===== config.mk =====
export PLATFORM = sky130hd
export DESIGN_NAME = tracker_module_header_sizer_core
export DESIGN_NICKNAME = d
export VERILOG_FILES = /design/src/design/tmhs_pkg.sv /design/src/design/tmhs_scan.sv /design/src/design/tmhs_size.sv /design/src/design/tracker_module_header_sizer_core.sv
export VERILOG_INCLUDE_DIRS = /design/src /design/src/design
export SDC_FILE = /design/constraint.sdc
export NUM_CORES = 1
export LEC_CHECK = 0
export BUFFER_PORTS_ARGS = -buffer_cell sky130_fd_sc_hd__buf_2
export CAP_MARGIN = 20
export CORE_ASPECT_RATIO = 0.5
export CORE_MARGIN = 3
export CORE_UTILIZATION = 63
export DETAILED_ROUTE_END_ITERATION = 10
export GPL_ROUTABILITY_DRIVEN = 0
export PLACE_DENSITY = 0.85
export SYNTH_ARGS = -nofsm -noshare
export SYNTH_HDL_FRONTEND = slang
export SYNTH_SLANG_ARGS = --single-unit

===== constraint.sdc =====
create_clock -name i_clk -period 19 [get_ports i_clk]
set_input_delay 1.9 -clock i_clk [delete_from_list [all_inputs] [get_ports i_clk]]
set_output_delay 1.9 -clock i_clk [all_outputs]
set_load 0.02 [all_outputs]

===== src/design/tracker_module_header_sizer_core_macros.svh =====
// Assertion helpers shared by the header sizer RTL.
// Each expects i_clk and i_rst_n in scope.
`ifndef TRACKER_MODULE_HEADER_SIZER_CORE_MACROS_SVH
`define TRACKER_MODULE_HEADER_SIZER_CORE_MACROS_SVH

// Same-cycle implication.
`define TMHS_ASSERT_IMP(lbl, ante, cons, msg) \
    lbl: assert property (@(posedge i_clk) disable iff (!i_rst_n) (ante) |-> (cons)) \
        else $error(msg);

// Next-cycle implication.
`define TMHS_ASSERT_NXT(lbl, ante, cons, msg) \
    lbl: assert property (@(posedge i_clk) disable iff (!i_rst_n) (ante) |=> (cons)) \
        else $error(msg);

`endif


===== src/design/tmhs_pkg.sv =====
package tmhs_pkg;

    localparam int SAMPLE_SLOTS  = 31;
    localparam int SAMPLE_STRIDE = 'h1e;
    localparam int SAMPLE_BASE   = 'h2a;
    localparam int SAMPLE_END    = SAMPLE_BASE + SAMPLE_STRIDE * SAMPLE_SLOTS;
    localparam int SONG_LEN_POS  = 'h3b6;
    localparam int TABLE_BASE    = 'h3b8;
    localparam int TABLE_END     = 'h438;
    localparam int HEADER_BYTES  = 1084;
    localparam int ROW_BYTES     = 64 * 4;

    localparam int POS_W   = 11;
    localparam int SUM_W   = 23;
    localparam int PHASE_W = $clog2(SAMPLE_STRIDE);
    localparam int IDX_W   = $clog2(TABLE_END - TABLE_BASE);

    localparam logic [POS_W-1:0] POS_MAX = '1;
    localparam logic [SUM_W-1:0] LEN_MAX = '1;
    localparam logic [23:0]      MAX_LENGTH_RESET = 24'hFFFFFF;

    // Configuration register map, word index.
    localparam int REG_MAX_LENGTH = 0;
    localparam int PADDR_W        = 3;

    localparam int TAG_COUNT = 6;
    localparam logic [31:0] TAG_WORD [TAG_COUNT] = '{
        32'h4D2E4B2E,  // M.K.
        32'h3443484E,  // 4CHN
        32'h3643484E,  // 6CHN
        32'h3843484E,  // 8CHN
        32'h464C5434,  // FLT4
        32'h464C5438   // FLT8
    };
    localparam logic [3:0] TAG_CHANS [TAG_COUNT] = '{4'd4, 4'd4, 4'd6, 4'd8, 4'd4, 4'd8};

    typedef enum logic [1:0] {
        ST_NO_MATCH = 2'd0,
        ST_REJECTED = 2'd1,
        ST_ACCEPTED = 2'd2
    } t_status;

    typedef enum logic [2:0] {
        FMT_MK   = 3'd0,
        FMT_4CHN = 3'd1,
        FMT_6CHN = 3'd2,
        FMT_8CHN = 3'd3,
        FMT_FLT4 = 3'd4,
        FMT_FLT8 = 3'd5
    } t_format;

    typedef struct packed {
        logic [7:0] header_byte;
        logic       last_byte;
    } t_in_item;

    typedef struct packed {
        t_status             status;
        t_format             format_type;
        logic [3:0]          channel_count;
        logic [SUM_W-1:0]    module_length;
    } t_out_item;

    // Header summary after the current byte is folded in.
    typedef struct packed {
        logic [SUM_W-1:0] sample_sum;
        logic [7:0]       max_pattern;
        logic [31:0]      signature;
    } t_scan_state;

endpackage


===== src/design/tmhs_scan.sv =====
module tmhs_scan (
    input  logic                  i_clk,
    input  logic                  i_rst_n,
    input  logic                  i_adv,
    input  logic [7:0]            i_byte,
    input  logic                  i_last,
    output tmhs_pkg::t_scan_state o_upd
);
    import tmhs_pkg::*;

    localparam logic [PHASE_W-1:0] PHASE_LAST = PHASE_W'(SAMPLE_STRIDE - 1);

    logic [POS_W-1:0]   r_pos,    n_pos;
    logic [PHASE_W-1:0] r_phase,  n_phase;
    logic [SUM_W-1:0]   r_sum,    n_sum;
    logic [7:0]         r_hi,     n_hi;
    logic [7:0]         r_song,   n_song;
    logic [7:0]         r_maxpat, n_maxpat;
    logic [31:0]        r_sig,    n_sig;

    logic             in_samp;
    logic             in_tab;
    logic [IDX_W-1:0] tab_idx;

    always_comb begin
        in_samp = (r_pos >= POS_W'(SAMPLE_BASE)) && (r_pos < POS_W'(SAMPLE_END));
        in_tab  = (r_pos >= POS_W'(TABLE_BASE)) && (r_pos < POS_W'(TABLE_END));
        tab_idx = IDX_W'(r_pos - POS_W'(TABLE_BASE));

        n_phase  = r_phase;
        n_hi     = r_hi;
        n_sum    = r_sum;
        n_song   = r_song;
        n_maxpat = r_maxpat;

        // Phase tracks the byte offset within the current sample slot.
        if (in_samp) begin
            n_phase = (r_phase == PHASE_LAST) ? '0 : r_phase + 1'b1;
            if (r_phase == PHASE_W'(0)) begin
                n_hi = i_byte;
            end else if (r_phase == PHASE_W'(1)) begin
                n_sum = r_sum + SUM_W'({r_hi, i_byte, 1'b0});
            end
        end
        if (r_pos == POS_W'(SONG_LEN_POS)) begin
            n_song = i_byte;
        end
        if (in_tab && ({1'b0, tab_idx} <= r_song) && (i_byte > r_maxpat)) begin
            n_maxpat = i_byte;
        end
        n_sig = {r_sig[23:0], i_byte};
        n_pos = (r_pos == POS_MAX) ? r_pos : r_pos + 1'b1;
    end

    assign o_upd.sample_sum  = n_sum;
    assign o_upd.max_pattern = n_maxpat;
    assign o_upd.signature   = n_sig;

    always_ff @(posedge i_clk) begin
        if (!i_rst_n || (i_adv && i_last)) begin
            r_pos    <= '0;
            r_phase  <= '0;
            r_sum    <= '0;
            r_hi     <= '0;
            r_song   <= '0;
            r_maxpat <= '0;
            r_sig    <= '0;
        end else if (i_adv) begin
            r_pos    <= n_pos;
            r_phase  <= n_phase;
            r_sum    <= n_sum;
            r_hi     <= n_hi;
            r_song   <= n_song;
            r_maxpat <= n_maxpat;
            r_sig    <= n_sig;
        end
    end

endmodule


===== src/design/tmhs_size.sv =====
module tmhs_size (
    input  tmhs_pkg::t_scan_state i_scan,
    input  logic [23:0]           i_max_length,
    output tmhs_pkg::t_out_item   o_result
);
    import tmhs_pkg::*;

    logic        found;
    t_format     fmt;
    logic [3:0]  chans;
    logic [8:0]  rows;
    logic [12:0] row_chans;
    logic [20:0] pat_bytes;
    logic [23:0] total;
    logic [SUM_W-1:0] len_sat;

    always_comb begin
        found = 1'b0;
        fmt   = FMT_MK;
        chans = '0;
        for (int t = 0; t < TAG_COUNT; t++) begin
            if (!found && (i_scan.signature == TAG_WORD[t])) begin
                found = 1'b1;
                fmt   = t_format'(3'(t));
                chans = TAG_CHANS[t];
            end
        end

        rows      = {1'b0, i_scan.max_pattern} + 9'd1;
        row_chans = 13'(rows * chans);
        pat_bytes = 21'(row_chans) * 21'(ROW_BYTES);
        total     = {1'b0, i_scan.sample_sum} + 24'(pat_bytes) + 24'(HEADER_BYTES);
        len_sat   = (total > {1'b0, LEN_MAX}) ? LEN_MAX : total[SUM_W-1:0];

        if (!found) begin
            o_result = '0;
        end else begin
            o_result.status        = ({1'b0, len_sat} > i_max_length) ? ST_REJECTED
                                                                      : ST_ACCEPTED;
            o_result.format_type   = fmt;
            o_result.channel_count = chans;
            o_result.module_length = len_sat;
        end
    end

endmodule


===== src/design/tracker_module_header_sizer_core.sv =====
// Tracker module header sizer, streaming one header byte per transaction.
// Throughput: one input transaction per cycle, sustained, while results drain.
// The last-byte transaction passes the input register, then loads the result register.
// Only a last byte waits on the result register; the bytes behind it wait on the input register.
// Reset (i_rst_n low, synchronous): clear the scan state and both valid flags,
// and restore max_length to 16777215.
`include "tracker_module_header_sizer_core_macros.svh"

module tracker_module_header_sizer_core (
    input  logic                        i_clk,
    input  logic                        i_rst_n,
    // Header byte stream
    input  logic                        i_in_valid,
    output logic                        o_in_ready,
    input  tmhs_pkg::t_in_item          i_in_data,
    // Size result stream
    output logic                        o_out_valid,
    input  logic                        i_out_ready,
    output tmhs_pkg::t_out_item         o_out_data,
    // Configuration port
    input  logic                        psel,
    input  logic                        penable,
    input  logic                        pwrite,
    input  logic [tmhs_pkg::PADDR_W-1:0] paddr,
    input  logic [31:0]                 pwdata,
    output logic [31:0]                 prdata,
    output logic                        pready
);
    import tmhs_pkg::*;

    // Input register: holds one accepted byte until the scan stage folds it in.
    logic      r_in_valid;
    t_in_item  r_in;

    // Result register: holds the finished transaction until the sink takes it.
    logic      r_out_valid;
    t_out_item r_out;

    logic [23:0] r_max_length;

    logic        out_free;
    logic        stage_go;
    logic        reg_sel;
    t_scan_state scan_upd;
    t_out_item   size_result;

    // Let ordinary bytes through unconditionally; a last byte needs the result
    // register free (or being emptied this cycle).
    assign out_free   = !r_out_valid || i_out_ready;
    assign stage_go   = r_in_valid && (!r_in.last_byte || out_free);
    assign o_in_ready = !r_in_valid || stage_go;

    always_ff @(posedge i_clk) begin
        if (!i_rst_n) begin
            r_in_valid <= 1'b0;
        end else if (o_in_ready) begin
            r_in_valid <= i_in_valid;
        end
    end

    always_ff @(posedge i_clk) begin
        if (o_in_ready && i_in_valid) begin
            r_in <= i_in_data;
        end
    end

    // Fold the held byte into the running header summary.
    tmhs_scan u_scan (
        .i_clk   (i_clk),
        .i_rst_n (i_rst_n),
        .i_adv   (stage_go),
        .i_byte  (r_in.header_byte),
        .i_last  (r_in.last_byte),
        .o_upd   (scan_upd)
    );

    // Match the signature and size the module from the updated summary.
    tmhs_size u_size (
        .i_scan       (scan_upd),
        .i_max_length (r_max_length),
        .o_result     (size_result)
    );

    // Load a result on the last byte; drop valid once the sink takes it.
    always_ff @(posedge i_clk) begin
        if (!i_rst_n) begin
            r_out_valid <= 1'b0;
        end else if (stage_go && r_in.last_byte) begin
            r_out_valid <= 1'b1;
        end else if (i_out_ready) begin
            r_out_valid <= 1'b0;
        end
    end

    always_ff @(posedge i_clk) begin
        if (stage_go && r_in.last_byte) begin
            r_out <= size_result;
        end
    end

    assign o_out_valid = r_out_valid;
    assign o_out_data  = r_out;

    // Configuration: single word register, decoded on the word address.
    assign reg_sel = (paddr[PADDR_W-1:2] == (PADDR_W-2)'(REG_MAX_LENGTH));
    assign pready  = 1'b1;
    assign prdata  = reg_sel ? {8'h00, r_max_length} : 32'h0;

    always_ff @(posedge i_clk) begin
        if (!i_rst_n) begin
            r_max_length <= MAX_LENGTH_RESET;
        end else if (psel && penable && pwrite && pready && reg_sel) begin
            r_max_length <= pwdata[23:0];
        end
    end

    `TMHS_ASSERT_NXT(a_last_gives_result, stage_go && r_in.last_byte, r_out_valid,
        "last byte did not load a result")
    `TMHS_ASSERT_IMP(a_no_match_zero,
        r_out_valid && (r_out.status == ST_NO_MATCH),
        (r_out.channel_count == 4'd0) && (r_out.module_length == '0),
        "unmatched result carries nonzero fields")
    `TMHS_ASSERT_IMP(a_accept_in_limit,
        r_out_valid && (r_out.status == ST_ACCEPTED),
        {1'b0, r_out.module_length} <= r_max_length,
        "accepted module exceeds size limit")
    `TMHS_ASSERT_IMP(a_match_chans,
        r_out_valid && (r_out.status != ST_NO_MATCH),
        (r_out.channel_count == 4'd4) || (r_out.channel_count == 4'd6)
            || (r_out.channel_count == 4'd8),
        "matched result has bad channel count")

endmodule


=== Yosys cells after proc, flatten, opt, wreduce, memory -nomap -nowiden ===
Cells that the tools add are included.

* Output and inout bits: 67
* Flip-flop bits (word level): 154
* Logic and storage cells: 108
* Bits of input ports: 51

* Reductions and logical operators: 35
* Mux-type cells: 27
* $lt $le $gt $ge: 8
* Equal/unequal tests: 10
* $add $sub $neg: 7
* Bitwise logic cells: 3
* Multipliers: 1

{| class="wikitable"
|+ Operators with widths
! kind !! number
|-
| $eq A32 B30 Y1 const B || 3
|-
| $eq A32 B31 Y1 const B || 3
|-
| $mux W23 || 4
|-
| $add A23 B21 Y24 || 1
|-
| $add A24 B11 Y24 const B || 1
|-
| $gt A23 B24 Y1 || 1
|-
| $gt A24 B23 Y1 const B || 1
|-
| $mux W24 || 1
|-
| $add A23 B17 Y23 || 1
|-
| $logic_and A1 B1 Y1 || 15
|-
| $mux W3 || 5
|-
| $mul A9 B4 Y13 || 1
|-
| $mux W4 || 3
|-
| $add A11 B1 Y11 const B || 1
|-
| $eq A11 B10 Y1 const B || 1
|-
| $eq A11 B11 Y1 const B || 1
|-
| $ge A11 B10 Y1 const B || 1
|-
| $ge A11 B6 Y1 const B || 1
|-
| $lt A11 B10 Y1 const B || 1
|-
| $lt A11 B11 Y1 const B || 1
|-
| $add A8 B1 Y9 const B || 1
|-
| $logic_not A1 Y1 || 9
|-
| $mux W1 || 9
|-
| $gt A8 B8 Y1 || 1
|-
| other kinds (15) || 24
|}

=== Longest topological paths before layout ===
Gate-level depths: netlist of the first run.

* Word-level depth: 24
* Mapped depth: 47
* Depth with buffers taken out: 46

=== Cells and area by module ===
From an unflattened synthesis of the first run, not the netlist that was laid out.

* Cell total of the unflattened synthesis: 1280
* Area, all modules: 11322.1 µm²

{| class="wikitable"
|+ Modules (own cells, without submodules)
! module !! cells each !! sequential area each (µm²) !! instances !! area each (µm²)
|-
| tmhs_scan || 647 || 1721.7 || 1 || 5431.5
|-
| tmhs_size || 438 || 0.0 || 1 || 3214.3
|-
| tracker_module_header_sizer_core || 195 || 1751.7 || 1 || 2676.3
|}

=== Worst setup path after synthesis of the first run ===
OpenSTA, ideal clock, no wires.

* Kind: reg2reg
* Start: register r_in[2] (netlist bit)
* End: register r_out, in the netlist o_out_data[30], data pin
* Path buffers: 2
* Setup time: 0.258 ns
* Arrival: 8.276 ns
* Period minus slack after synthesis: 8.534 ns
* Setup slack: 10.466 ns
* Stages on the path, launching flop included: 44
* Required time: 18.742 ns
* Cells stage by stage: edfxtp_1 > ha_1 > nor2b_1 > o21a_1 > o21ai_0 > a21oi_1 > o311ai_1 > buf_2 > mux2_2 > ha_1 > nand3_1 > xnor2_1 > o21ai_0 > nor2_1 > fa_1 > ha_1 > inv_1 > fa_1 > (+8 left out) > ha_1 > a21oi_1 > a21oi_1 > a211oi_1 > a21oi_1 > o21ai_4 > buf_4 > nand2_1 > ha_1 > a21o_1 > a21o_1 > a21o_1 > a21o_1 > a21o_1 > a21oi_1 > o21ai_0 > o21ai_0 > nor2_1

{| class="wikitable"
|+ RTL lines
! what !! line !! RTL
|-
| start: declaration || tracker_module_header_sizer_core.sv:33 || <nowiki>t_in_item r_in;</nowiki>
|-
| start signal: assignment || tracker_module_header_sizer_core.sv:63 || <nowiki>r_in <= i_in_data;</nowiki>
|-
| end signal: assignment || tracker_module_header_sizer_core.sv:97 || <nowiki>r_out <= size_result;</nowiki>
|-
| end: declaration || tracker_module_header_sizer_core.sv:37 || <nowiki>t_out_item r_out;</nowiki>
|}

==> results of run 1 <==
placed cells by master (no fill, tap or decap), drive strengths merged, types with 3 or more instances in the layout:
| cell | n |
|---|---|
| a21oi | 112 |
| inv | 78 |
| o21a | 9 |
| ha | 109 |
| or4 | 3 |
| nor2 | 141 |
| fa | 10 |
| clkbuf | 25 |
| o21ai | 34 |
| nand3 | 27 |
| o211ai | 24 |
| nor3b | 5 |
| xnor2 | 42 |
| clkinv | 4 |
| dfxtp | 112 |
| a31oi | 6 |
| nor2b | 13 |
| o22ai | 4 |
| nand2 | 187 |
| o31ai | 5 |
| a31o | 3 |
| nand2b | 7 |
| nor4 | 4 |
| a21boi | 5 |
| buf | 105 |
| mux2i | 21 |
| or2 | 8 |
| a21o | 28 |
| conb | 10 |
| a211oi | 12 |
| edfxtp | 40 |
| xor2 | 25 |
| o31a | 3 |
| and3 | 11 |
| nor3 | 19 |
| nand4 | 13 |
| nor4bb | 6 |
| nand4b | 4 |
| and2 | 4 |
Yosys cell counts, types with 5 or more instances:
library cell | n | share of area (%)
sky130_fd_sc_hd__o21a_1 | 9 | 0.66
sky130_fd_sc_hd__mux2i_1 | 21 | 2.1
sky130_fd_sc_hd__a31oi_1 | 6 | 0.37
sky130_fd_sc_hd__nor3_1 | 19 | 0.93
sky130_fd_sc_hd__o31ai_1 | 5 | 0.37
sky130_fd_sc_hd__xor2_1 | 25 | 2.1
sky130_fd_sc_hd__ha_1 | 109 | 13
sky130_fd_sc_hd__xnor2_1 | 41 | 3.5
sky130_fd_sc_hd__nor4bb_1 | 6 | 0.59
sky130_fd_sc_hd__buf_2 | 7 | 0.34
sky130_fd_sc_hd__nand2b_1 | 7 | 0.43
sky130_fd_sc_hd__nand4_1 | 13 | 0.79
sky130_fd_sc_hd__a21o_1 | 28 | 2.1
sky130_fd_sc_hd__nor2_1 | 140 | 5.1
sky130_fd_sc_hd__nor2b_1 | 13 | 0.79
sky130_fd_sc_hd__o211ai_1 | 24 | 1.8
sky130_fd_sc_hd__dfxtp_1 | 112 | 22
sky130_fd_sc_hd__o21ai_0 | 32 | 1.6
sky130_fd_sc_hd__and3_1 | 11 | 0.67
sky130_fd_sc_hd__nand3_1 | 27 | 1.3
sky130_fd_sc_hd__buf_4 | 14 | 1.0
sky130_fd_sc_hd__fa_1 | 10 | 2.0
sky130_fd_sc_hd__a211oi_1 | 12 | 0.88
sky130_fd_sc_hd__edfxtp_1 | 40 | 12
sky130_fd_sc_hd__a21boi_0 | 5 | 0.37
sky130_fd_sc_hd__clkbuf_1 | 42 | 1.5
sky130_fd_sc_hd__nand2_1 | 187 | 6.9
sky130_fd_sc_hd__inv_1 | 76 | 2.8
sky130_fd_sc_hd__or2_2 | 7 | 0.43
sky130_fd_sc_hd__a21oi_1 | 112 | 5.5
final cells by class:
| cell class | count | area [µm²] | share of cell area (%) |
|---|---|---|---|
| repair buffers | 105 | 546 | 4.79 |
| well taps | 221 | 277 | 2.43 |
| clock inverters | 7 | 76.3 | 0.670 |
| inverters | 76 | 285 | 2.50 |
| flip-flops and latches | 152 | 3440 | 30.2 |
| multi-input cells | 943 | 6210 | 54.5 |
| clock buffers | 25 | 549 | 4.82 |
cell families (layout without fill, tap and decap cells):
group / after synthesis / in the layout / synth area share, %
compound gates: 262 / 262 / 16.3
mux: 22 / 22 / 2.16
fa+ha+maj: 119 / 119 / 15.3
buf+inv: 144 / 213 / 6.11
simple gates: 463 / 463 / 20.6
other cells: 2 / 10 / 0.0733
flops: 152 / 152 / 33.6
xor+xnor: 67 / 67 / 5.80
flip-flops by register name, indices dropped and copies added (netlist names):
signal / flops
o_out_data: 31
r_max_length: 24
u_scan.r_sig: 24
u_scan.r_sum: 22
u_scan.r_pos: 11
r_in: 9
u_scan.r_hi: 8
u_scan.r_maxpat: 8
u_scan.r_song: 8
u_scan.r_phase: 5
o_out_valid: 1
r_in_valid: 1
per-layer routing:
layer	vias up	share of wire [%]
met1	4257	44
met5	-	0
li1	4381	-
met4	0	2.8
met3	73	6.5
met2	355	47
final timing paths:
| check | depth (start not counted) | from | slack, ps | endpoint |
|---|---|---|---|---|
| worst min register to register | 2 | u_scan.r_sig[5]$_SDFFE_PP0P_ | 470 | u_scan.r_sig[13]$_SDFFE_PP0P_ |
| worst max register to register | 44 | u_scan.r_pos[3]$_SDFFE_PP0P_ | 8640 | o_out_data[30]$_SDFFCE_PN0P_ |
| worst min-delay path | 2 | u_scan.r_sig[5]$_SDFFE_PP0P_ | 470 | u_scan.r_sig[13]$_SDFFE_PP0P_ |
| worst max-delay path | 44 | u_scan.r_pos[3]$_SDFFE_PP0P_ | 8640 | o_out_data[30]$_SDFFCE_PN0P_ |
report_power, final:
part | internal, mW | leakage [nW] | switching, mW
Clock | 0.215 | 0.310 | 0.139
Sequential | 0.337 | 1.34 | 0.00764
Combinational | 0.0221 | 3.69 | 0.0398
worst max-delay path: cells and delay by family, from the launching register on:
family,cells,cell delay (ps)
xor+xnor,3,550
buf+inv,3,390
fa+ha+maj,9,3170
flops,1,500
compound gates,23,4860
simple gates,6,580
stage by stage:
stage | hold slack (ps) | std cells
after floorplan | 439 | 1239
after global placement | 452 | 1496
after detailed placement | 453 | 1497
after CTS | 469 | 1529
after global routing | 484 | 1529
final | 469 | 1529
==> results summary, run 1 <==
The worst path uses 54.5% of the clock period. The final number of max-transition violations came out at 0. The initial detailed-routing violation count came out at 682. The min-delay analysis places its worst path in the category reg -> reg. The predominant post-synthesis flop cell is sky130_fd_sc_hd__dfxtp_1. The number of antenna violations at the first check in global routing is 0. The detailed placer's ending HPWL is 17100 µm. The critical path startpoint category is a flop.

After routing the design area is 11400 µm². The layout net count came out at 1465. The count of inserted antenna diode cells came out at 0. The antenna violation net count after detailed routing is 0. The clock-pin slew on the worst setup and hold paths is 70 ps. The number of max-cap violations is 0. The post-route setup TNS is 0 ps. The data required time of the worst path is 19160 ps. Post-CTS timing repair inserted 0 buffers for setup.

The number of cells upsized or downsized after cts is 0. The chip width is 186 µm. The die covers 17900 µm². The pin count of the biggest net entering global routing is 84.

The routed design could run at a clock period as short as 10360 ps. Global routing used 27.1% of the available tracks. The worst-margin pin slew is 985 ps. The register bit total from synthesis is 152.

The final total power is 761 µW. The peak fanout along the critical path came out at 44. The H-tree depth is 4. The peak supply drop came out at 0.0623 mV.

The stage delay of the slowest cell on the critical path is 780 ps. The start-to-end type of the worst setup path is reg -> reg. The share of final-layout standard cells stronger than drive strength 1 came out at 12.2%. The starting utilization of the core area came out at 65.4%. Headroom to the max-slew limit came out at 34.1%. The pre-CTS setup slack came out at 8840 ps.

The top-level port count came out at 118. The number of unique standard cell types used by synthesis is 72. The slowest cell on the critical path is sky130_fd_sc_hd__o21ai_4. The detailed-route wire length per cell is 15.9 µm.

The post-cts hold buffer count came out at 0. For this block, the routed nets add up to 24300 µm of wire. Global routing consumed, on the met3 layer, 5.86% of the routing resources. The number of placement rows is 32.

The global-route layer with the greatest usage is met2. For the worst setup path, the data arrival time is 10520 ps. The static leakage power came out at 5.34 nW. The cell at the root of the clock tree is sky130_fd_sc_hd__clkbuf_16. Yosys printed 0 warnings. The summed instance area of the synthesized netlist came out at 10200 µm². The fraction of registers with async set or reset after synthesis is 0%. The flow ran to the end, and the final reports show no timing, DRC or antenna violations.

The met1 routing resource usage after global routing came out at 33.4%. The final setup violation count is 0. The achievable clock frequency is 0.0965 GHz. The first-pass GRT wire length came out at 39800 µm.

Counting flops with a built-in enable in the synthesized netlist gives 40. The detailed-routing iteration count for the pre-antenna-repair pass is 5. The number of input and output port buffers inserted is 97. The total DRC errors in the routed layout came out at 0. The filler cells instantiated in the layout total 1109. At the end of the flow the core is filled with cells to 72.7%. The least setup slack across all paths after layout is 8640 ps.

The routed via count divided by cell count is 5.93. The post-placement cell area is 10800 µm². The sum of overflow across all layers after global routing came out at 0. The TritonCTS buffer count came out at 17.

The vertical die dimension is 96.2 µm. The maximum clock skew at final layout is 11.8 ps. The via count of the first global-routing pass is 8493. The met2 demand-to-capacity share in global routing is 46.8%. The standard cell core area came out at 15700 µm².

The maximum clock path buffer count came out at 2. The area added between synthesis and finish came out at 11.2%. A synthesized cell averages 8.32 µm².

The final number of hold-violating endpoints came to 0. Setup repair after global routing left no endpoint under its margin. TritonCTS built the clock tree. The power density normalized to cell area is 66.8 nW/µm². The source-to-sink clock delay at the later pin of the worst-skew pair is 430 ps. The detailed router placed 9066 vias in this run.

The clock drives 152 sinks. The synthesized instance count came out at 1231. The critical path capture point type is a flop.

The share of the yosys chip area belonging to registers came out at 33.6%.
Note: power is estimated with default switching activity, not from simulation.
==> inputs of run 2 (changes only) <==
Settings changed: CORE_UTILIZATION 63 to 54, PLACE_DENSITY 0.85 to 0.78.
Clock period 19 ns to 8.3 ns, I/O delays scaled along.
==> run 2 against run 1 <==
Effect of this change: sequential share of layout area decreased by 2.6 points; clock skew increased by 2.0 ps; register-to-register slack got worse by 8500 ps; final cell count increased by 7.0%; clock-buffer cell count decreased by 5; utilization decreased by 3.1 points; wire length increased by 12%; die area increased by 16%; worst hold slack improved by 7.3 ps; design area increased by 9.8%; clock power increased by 150%; critical endpoint unchanged.
==> results summary, run 2 (synthesized netlist as in run 1, its figures left out) <==
In this run the cell area measured after placement is 11300 µm². Across the VDD grid, the largest voltage drop is 0.108 mV. The critical path startpoint category is a flop. The top-level port count is 118.

Setup violations remaining at the end of the flow were counted as 0. The detailed-routing iteration count for the pre-antenna-repair pass came out at 5. The region available for standard cell placement spans 18000 µm². The number of max-cap violations came out at 0. The final cell count without fillers is 1636. The number of placement rows is 34. The total DRC errors in the routed layout is 0.

The detailed-route wire length per cell is 16.7 µm. The maximum clock skew at final layout is 13.7 ps. Measured along the x axis, the die boundary spans 201 µm. The worst-margin pin slew came out at 1050 ps. The top routing layer in use is met4. The power share of the clock group is 48.1%.

Leaving out fill and tap cells, the most frequent cells in the layout are sky130_fd_sc_hd__nand2_1 (186), sky130_fd_sc_hd__nor2_1 (134), sky130_fd_sc_hd__dfxtp_1 (109). The share of final-layout standard cells stronger than drive strength 1 came out at 21.7%. The routed via count divided by cell count came out at 5.69. The via count of the first global-routing pass is 8707.

The static leakage power is 5.74 nW. On the critical path the largest part of the delay comes from adder cells. The run finished with clean final reports. The pre-CTS setup slack came out at -253 ps.

The end of the worst register-to-register path is o_out_data[30]$_SDFFCE_PN0P_. The cell at the root of the clock tree is sky130_fd_sc_hd__clkbuf_16. The total overflow left after global routing is 0. The initial detailed-routing violation count is 743. The layout net count is 1541.

The critical path contains buffers and inverters numbering 3 combined. By startpoint and endpoint, the worst setup path is classified as reg -> reg. The routed wire length came out at 27400 µm. The floorplan step defined a die boundary enclosing 20800 µm². The share of power burned in registers came out at 42.8%.

The normalized max-slew margin came out at 29.7%. The starting utilization of the core area is 57.0%. The length of routed wiring on met1 is 11800 µm. The peak fanout along the critical path is 6.

The clock-pin slew on the worst setup and hold paths is 60 ps. The least setup slack across all paths after layout came out at 89.1 ps. The library cell used most frequently in the layout, excluding fill and tap cells, is sky130_fd_sc_hd__nand2_1. The register with the most flip-flops in the layout has 31 of them. The worst hold path terminates at u_scan.r_sig[12]$_SDFFE_PP0P_.

The fraction of the cycle the final worst path needs came out at 98.9%. The post-route cell area is 12500 µm². The fill cell total of the finished layout came out at 1271. In this run switching power makes up 23.7% of total power. The vertical die dimension came out at 103 µm. The power density normalized to cell area came out at 146 nW/µm². After legalization and detailed placement, the total HPWL measured 18300 µm. TritonCTS built the clock tree.

The routed wire length on met2 is 13100 µm. Measured in cells, the most critical reg-to-reg path has a length of 40. The final number of hold-violating endpoints came out at 0.

The number of vias after detailed routing came out at 9301. The pin count of the biggest net entering global routing is 76. The number of placed instances, taps included came out at 1594. Buffers inserted to repair hold after CTS numbered 0. The post-route setup TNS is 0 ps. The startpoint of the lowest-slack hold path is u_scan.r_sig[12]$_SDFFE_PP0P_. In this run the tool buffered the top-level ports with 97 buffer cells.

The number of antenna violations at the first check in global routing is 0. The worst min-delay path class is reg -> reg. The slowest cell on the critical path is sky130_fd_sc_hd__fa_1. The source-to-sink clock delay at the later pin of the worst-skew pair came out at 440 ps. 0 antenna diodes ended up in the layout. The all-layer global routing usage came out at 25.0%.

The reg-to-reg setup timing slack is 90 ps. The wire length on met3 came out at 1920 µm. The final number of max-transition violations is 0. STA puts the critical path data required time at 8450 ps. The TritonCTS buffer count came out at 17. The combinational fraction of design power came out at 9.0%.

The maximum clock path buffer count came out at 2. Internal power comes to 1.39 mW. The H-tree depth is 4. The net switching power figure came out at 432 µW. The antenna violation net count after detailed routing came out at 0. The first-pass GRT wire length is 42200 µm. The stage delay of the slowest cell on the critical path is 580 ps.

Compared with the post-synthesis result, the final layout area differs by 22.1%. The worst setup path is captured at a flop. The startpoint identified for the worst register-to-register timing path is u_scan.r_pos[3]$_SDFFE_PP0P_. The achievable clock frequency is 0.122 GHz.

Among the stages of the critical path, the cell type that occurs most often is sky130_fd_sc_hd__ha_1. The worst hold path stage count is 2. CTS saw 152 sinks. The final total power is 1.83 mW.

Data on the critical path arrives at its endpoint at 8360 ps. The minimum period implied by the final worst setup slack is 8210 ps.
[run 2: repair_timing]
item                       4_1_cts  5_1_grt
setup endpoints to repair        2        2
gates cloned                     0        2
gates resized for setup         12       86
pin swaps                        5       43
buffers inserted                 0        8
[run 2: worst max path at each step]
stage	start	to	slack (ps)	cells past startpoint
finish	u_scan.r_pos[3]$_SDFFE_PP0P_	o_out_data[30]$_SDFFCE_PN0P_	90	40
CTS	u_scan.r_pos[4]$_SDFFE_PP0P_	o_out_data[30]$_SDFFCE_PN0P_	20	40
global placement	u_scan.r_pos[4]$_SDFFE_PP0P_	o_out_data[30]$_SDFFCE_PN0P_	-170	43
floorplan	r_in[2]$_DFFE_PP_	o_out_data[30]$_SDFFCE_PN0P_	20	43
global route	u_scan.r_pos[3]$_SDFFE_PP0P_	o_out_data[31]$_SDFFCE_PN0P_	-200	44
detailed placement	u_scan.r_pos[4]$_SDFFE_PP0P_	o_out_data[30]$_SDFFCE_PN0P_	-250	43
[run 2: worst register-to-register path: cells and delay by family, from the launching register on]
family | cells | cell delay [ps]
compound gates | 15 | 2180
xor+xnor | 2 | 260
fa+ha+maj | 8 | 2480
buf+inv | 3 | 320
flops | 1 | 360
mux | 1 | 340
simple gates | 11 | 1960
[run 2: per-stage QoR]
step / util, % / hold WS, ps
floorplan: - / 439
global placement: 62.9 / 450
detailed placement: 62.9 / 463
CTS: 66.7 / 471
global route: 69.6 / 492
finish: 69.6 / 477
[run 2: cell type report]
type                       count  area (µm²)  area share, %
clock buffer                  20         437           3.49
clock inverter                12         225           1.80
inverter                      76         285           2.28
multi-input combinational    943        6600           52.8
sequential                   152        3450           27.6
tap                          252         315           2.52
timing repair buffer         181        1190           9.52
[run 2: power groups by stage]
stage | sequential, mW | combinational, mW | clock [mW]
after floorplan | 0.800 | 0.107 | 0
after global placement | 0.797 | 0.152 | 0
after detailed placement | 0.798 | 0.156 | 0
final | 0.783 | 0.165 | 0.879
after global routing | 0.784 | 0.180 | 0.918
after CTS | 0.782 | 0.158 | 0.888
[run 2: metal layers]
| layer | vias to the layer above | track usage [%] |
|---|---|---|
| li1 | 4518 | - |
| met1 | 4334 | 32.0 |
| met2 | 391 | 43.2 |
| met3 | 58 | 5.60 |
| met4 | 0 | 7.60 |
| met5 | - | 0 |
==> inputs of run 3 (changes only) <==
Settings changed: ABC_AREA set to 1, PLACE_DENSITY 0.78 to 0.77.
==> run 3 against run 2 <==
Effect of this change: the run now ends with setup timing left; final cell count rose by 17%; design area rose by 4.1%; synthesized cell count up 20%; flip-flop and latch count is the same; critical path type unchanged; critical endpoint is now o_out_data[31]$_SDFFCE_PN0P_.
==> results summary, run 3 <==
The flow ran to the end, but the final reports show violations. The checks that failed: setup timing. The via count of the first global-routing pass came out at 9982. The post-cts hold buffer count came out at 0.

The arrival time at the worst endpoint came out at 8510 ps. STA classifies the critical path startpoint as a flop. The fraction of registers with async set or reset after synthesis is 0%. The post-route netlist has 20.2% of its cells at a drive strength greater than 1.

The routed wire length on met2 is 14200 µm. The maximum clock skew at final layout came out at 11.4 ps. The final cell count without fillers came out at 1914.

Including well taps, the total number of placed cells is 1865. For this design, the slowest cell found on the critical path is sky130_fd_sc_hd__fa_1. The layout net count came out at 1812. After detailed routing, the number of vias per cell comes to 5.49. The Yosys warning count came out at 0. The pre-CTS setup slack is -455 ps.

The final number of max-transition violations is 0. The most numerous cell type found on the critical path is sky130_fd_sc_hd__o21ai_2. The fill cell total of the finished layout is 1414.

The static leakage power is 6.66 nW. The first-pass GRT wire length is 45700 µm. The all-layer global routing usage came out at 25.8%. Timing would allow up to 0.120 GHz. The post-route cell area is 13000 µm². The worst-case IR drop observed on VDD is 0.122 mV.

The maximum clock path buffer count came out at 2. The HPWL after detailed placement is 20400 µm. The number of antenna violations at the first check in global routing is 0. Relative to the synthesized area, the layout overhead comes to 23.0%. The most used flip-flop cell after synthesis is sky130_fd_sc_hd__dfxtp_1. The number of vias after detailed routing is 10500. In this run, the number of DRC markers left after iteration 0 of detailed routing was 1076. TritonCTS built the clock tree. The top routing layer in use is met4. The core occupancy in the finished layout is 69.2%. In the layout the commonest cells are sky130_fd_sc_hd__nand2_1 (299), sky130_fd_sc_hd__inv_1 (221), sky130_fd_sc_hd__nor2_1 (146). In the final routing, the length of wire on met1 measures 12400 µm. The routed wire length is 29700 µm. The number of enable-type register cells in the synthesized netlist came out at 40.

The peak fanout along the critical path is 7. The tree is rooted in a sky130_fd_sc_hd__clkbuf_16. Headroom to the max-slew limit came out at 36.7%.

The worst setup path is captured at a flop. The starting utilization of the core area is 56.3%. The worst hold path stage count is 2. The summed instance area of the synthesized netlist came out at 10600 µm².

The number of input and output port buffers inserted is 97. The total DRC errors in the routed layout came out at 0. Each instance of the synthesized netlist takes up on average 7.18 µm². For this run, the slowest stage of the critical path takes 510 ps. For this design the ratio of total power to cell area is 141 nW/µm². The worst-case reg-to-reg path depth came out at 47.

The number of placement rows came out at 35. The top-level port count came out at 118. The share of Yosys cell area claimed by the top area cell type is 21.2%.

The worst min-delay path class is reg -> reg. Across the run, the number of max-cap violations was 0. Leaving out fill and tap cells, the most frequent cell in the layout is sky130_fd_sc_hd__nand2_1. The number of unique standard cell types used by synthesis came out at 51.

The source-to-sink clock delay at the later pin of the worst-skew pair came out at 440 ps. The register bit total from synthesis came out at 152. In the synthesized netlist, the cells that appear most often are sky130_fd_sc_hd__nand2_1 (308), sky130_fd_sc_hd__inv_1 (230), sky130_fd_sc_hd__nor2_1 (153).

The wire length on met3 came out at 2070 µm. The flip-flop count of the largest register after layout came out at 31. The pin count of the biggest net entering global routing is 58. The synthesized design spends more area on one cell type than any other, namely sky130_fd_sc_hd__dfxtp_1.

The synthesized instance count is 1473. The TritonCTS buffer count came out at 17. The smallest hold slack is 456 ps. The fraction of the cycle the final worst path needs came out at 100%. The standard cell core area is 18800 µm². The detailed-route wire length per cell came out at 15.5 µm. From left edge to right edge, the die measures 204 µm. The detailed-routing iteration count for the pre-antenna-repair pass came out at 7. The start-to-end type of the worst setup path is reg -> reg. STA puts the critical path data required time at 8490 ps. The share of the yosys chip area belonging to registers is 32.5%.

The antenna violation net count after detailed routing is 0. The clock sink count came out at 152. Setup violations remaining at the end of the flow were counted as 1. The post-placement cell area came out at 11800 µm². The sum of overflow across all layers after global routing came out at 0. The least setup slack across all paths after layout came out at -21.6 ps. Sorting the synthesized cells by area gives the leading types as sky130_fd_sc_hd__dfxtp_1 (21%), sky130_fd_sc_hd__ha_1 (13%), sky130_fd_sc_hd__edfxtp_1 (11%). The H-tree depth is 4. The total die area is 21400 µm². The worst-margin pin slew came out at 948 ps. Among all cell types in the netlist, the one instantiated most often is sky130_fd_sc_hd__nand2_1. The die is 105 µm tall.

The count of inserted antenna diode cells came out at 0. The final number of hold-violating endpoints came out at 0. The clock-pin slew on the worst setup and hold paths came out at 70 ps. The minimum period implied by the final worst setup slack came out at 8320 ps.
==> run 3: cell types whose count changed in the layout (fill, tap and decap cells not counted), sizes merged, moves of 11 or more <==
cell and delta:
a21o -21, and3 -11, buf +11, inv +167
mux2i -20, nand2 +128, nand3 +31, nor2 +16
nor2b -13, o21ai +55, xnor2 -29
==> run 3: repair_timing <==
| action | 4_1_cts | 5_1_grt |
|---|---|---|
| pin swaps | 4 | 57 |
| setup buffers | 2 | 11 |
| endpoints found under the setup margin | 2 | 2 |
| resized for setup | 12 | 105 |
| cloned | 1 | 2 |
==> run 3: cells by family (layout without fill, tap and decap cells) <==
kind of cell,count (synthesis),after routing,share of synthesized area [%]
simple gates,610,611,24.9
compound gates,271,271,14.3
xor+xnor,32,32,2.65
flops,152,152,32.5
buf+inv,286,459,10.6
other cells,2,10,0.0710
mux,1,1,0.0946
fa+ha+maj,119,119,14.8
==> run 3: per-stage QoR <==
step,power [mW],TNS (ps)
after floorplan,0.972,0
after global placement,1.04,-190
after detailed placement,1.05,-810
after CTS,1.82,0
after global routing,1.90,-742
final,1.83,-21.6
==> run 3: worst paths after layout <==
| path | slack (ps) | start | end |
|---|---|---|---|
| worst max-delay path | -20 | u_scan.r_pos[4]$_SDFFE_PP0P_ | o_out_data[31]$_SDFFCE_PN0P_ |
| worst max register to register | -20 | u_scan.r_pos[4]$_SDFFE_PP0P_ | o_out_data[31]$_SDFFCE_PN0P_ |
| worst min register to register | 460 | u_scan.r_hi[6]$_SDFFE_PP0P_ | u_scan.r_hi[6]$_SDFFE_PP0P_ |
| worst min-delay path | 460 | u_scan.r_hi[6]$_SDFFE_PP0P_ | u_scan.r_hi[6]$_SDFFE_PP0P_ |
==> run 3: power by group <==
| group | internal, mW | switching, mW | total [mW] | leakage (nW) |
|---|---|---|---|---|
| Combinational | 0.0966 | 0.168 | 0.265 | 5.02 |
| Clock | 0.440 | 0.334 | 0.774 | 0.291 |
| Sequential | 0.778 | 0.0142 | 0.793 | 1.35 |
==> run 3: cell type report <==
type	count	area [µm²]	area share (%)
Tap cell	259	324	2.49
Clock buffer	22	507	3.90
Multi-Input combinational cell	1044	6530	50.2
Clock inverter	10	77.6	0.596
Timing Repair Buffer	191	1230	9.46
Sequential cell	152	3450	26.5
Inverter	236	888	6.83
==> run 3: metal layers <==
metal  GRT usage (%)  up-vias
met2            44.5      420
met1            32.3     4851
met4            9.42        0
li1                -     5143
met3            4.98       99
met5               0        -
==> run 3: worst max-delay path, delay by kind of cell (launching register included) <==
kind                       cells  cell delay, ps
AOI/OAI and AO/OA             14            2010
buffers and inverters          6             630
and+or+nand+nor               16            1970
xor gates and xnor gates       3             600
adders and majority gates      8            2440
DFF                            1             380
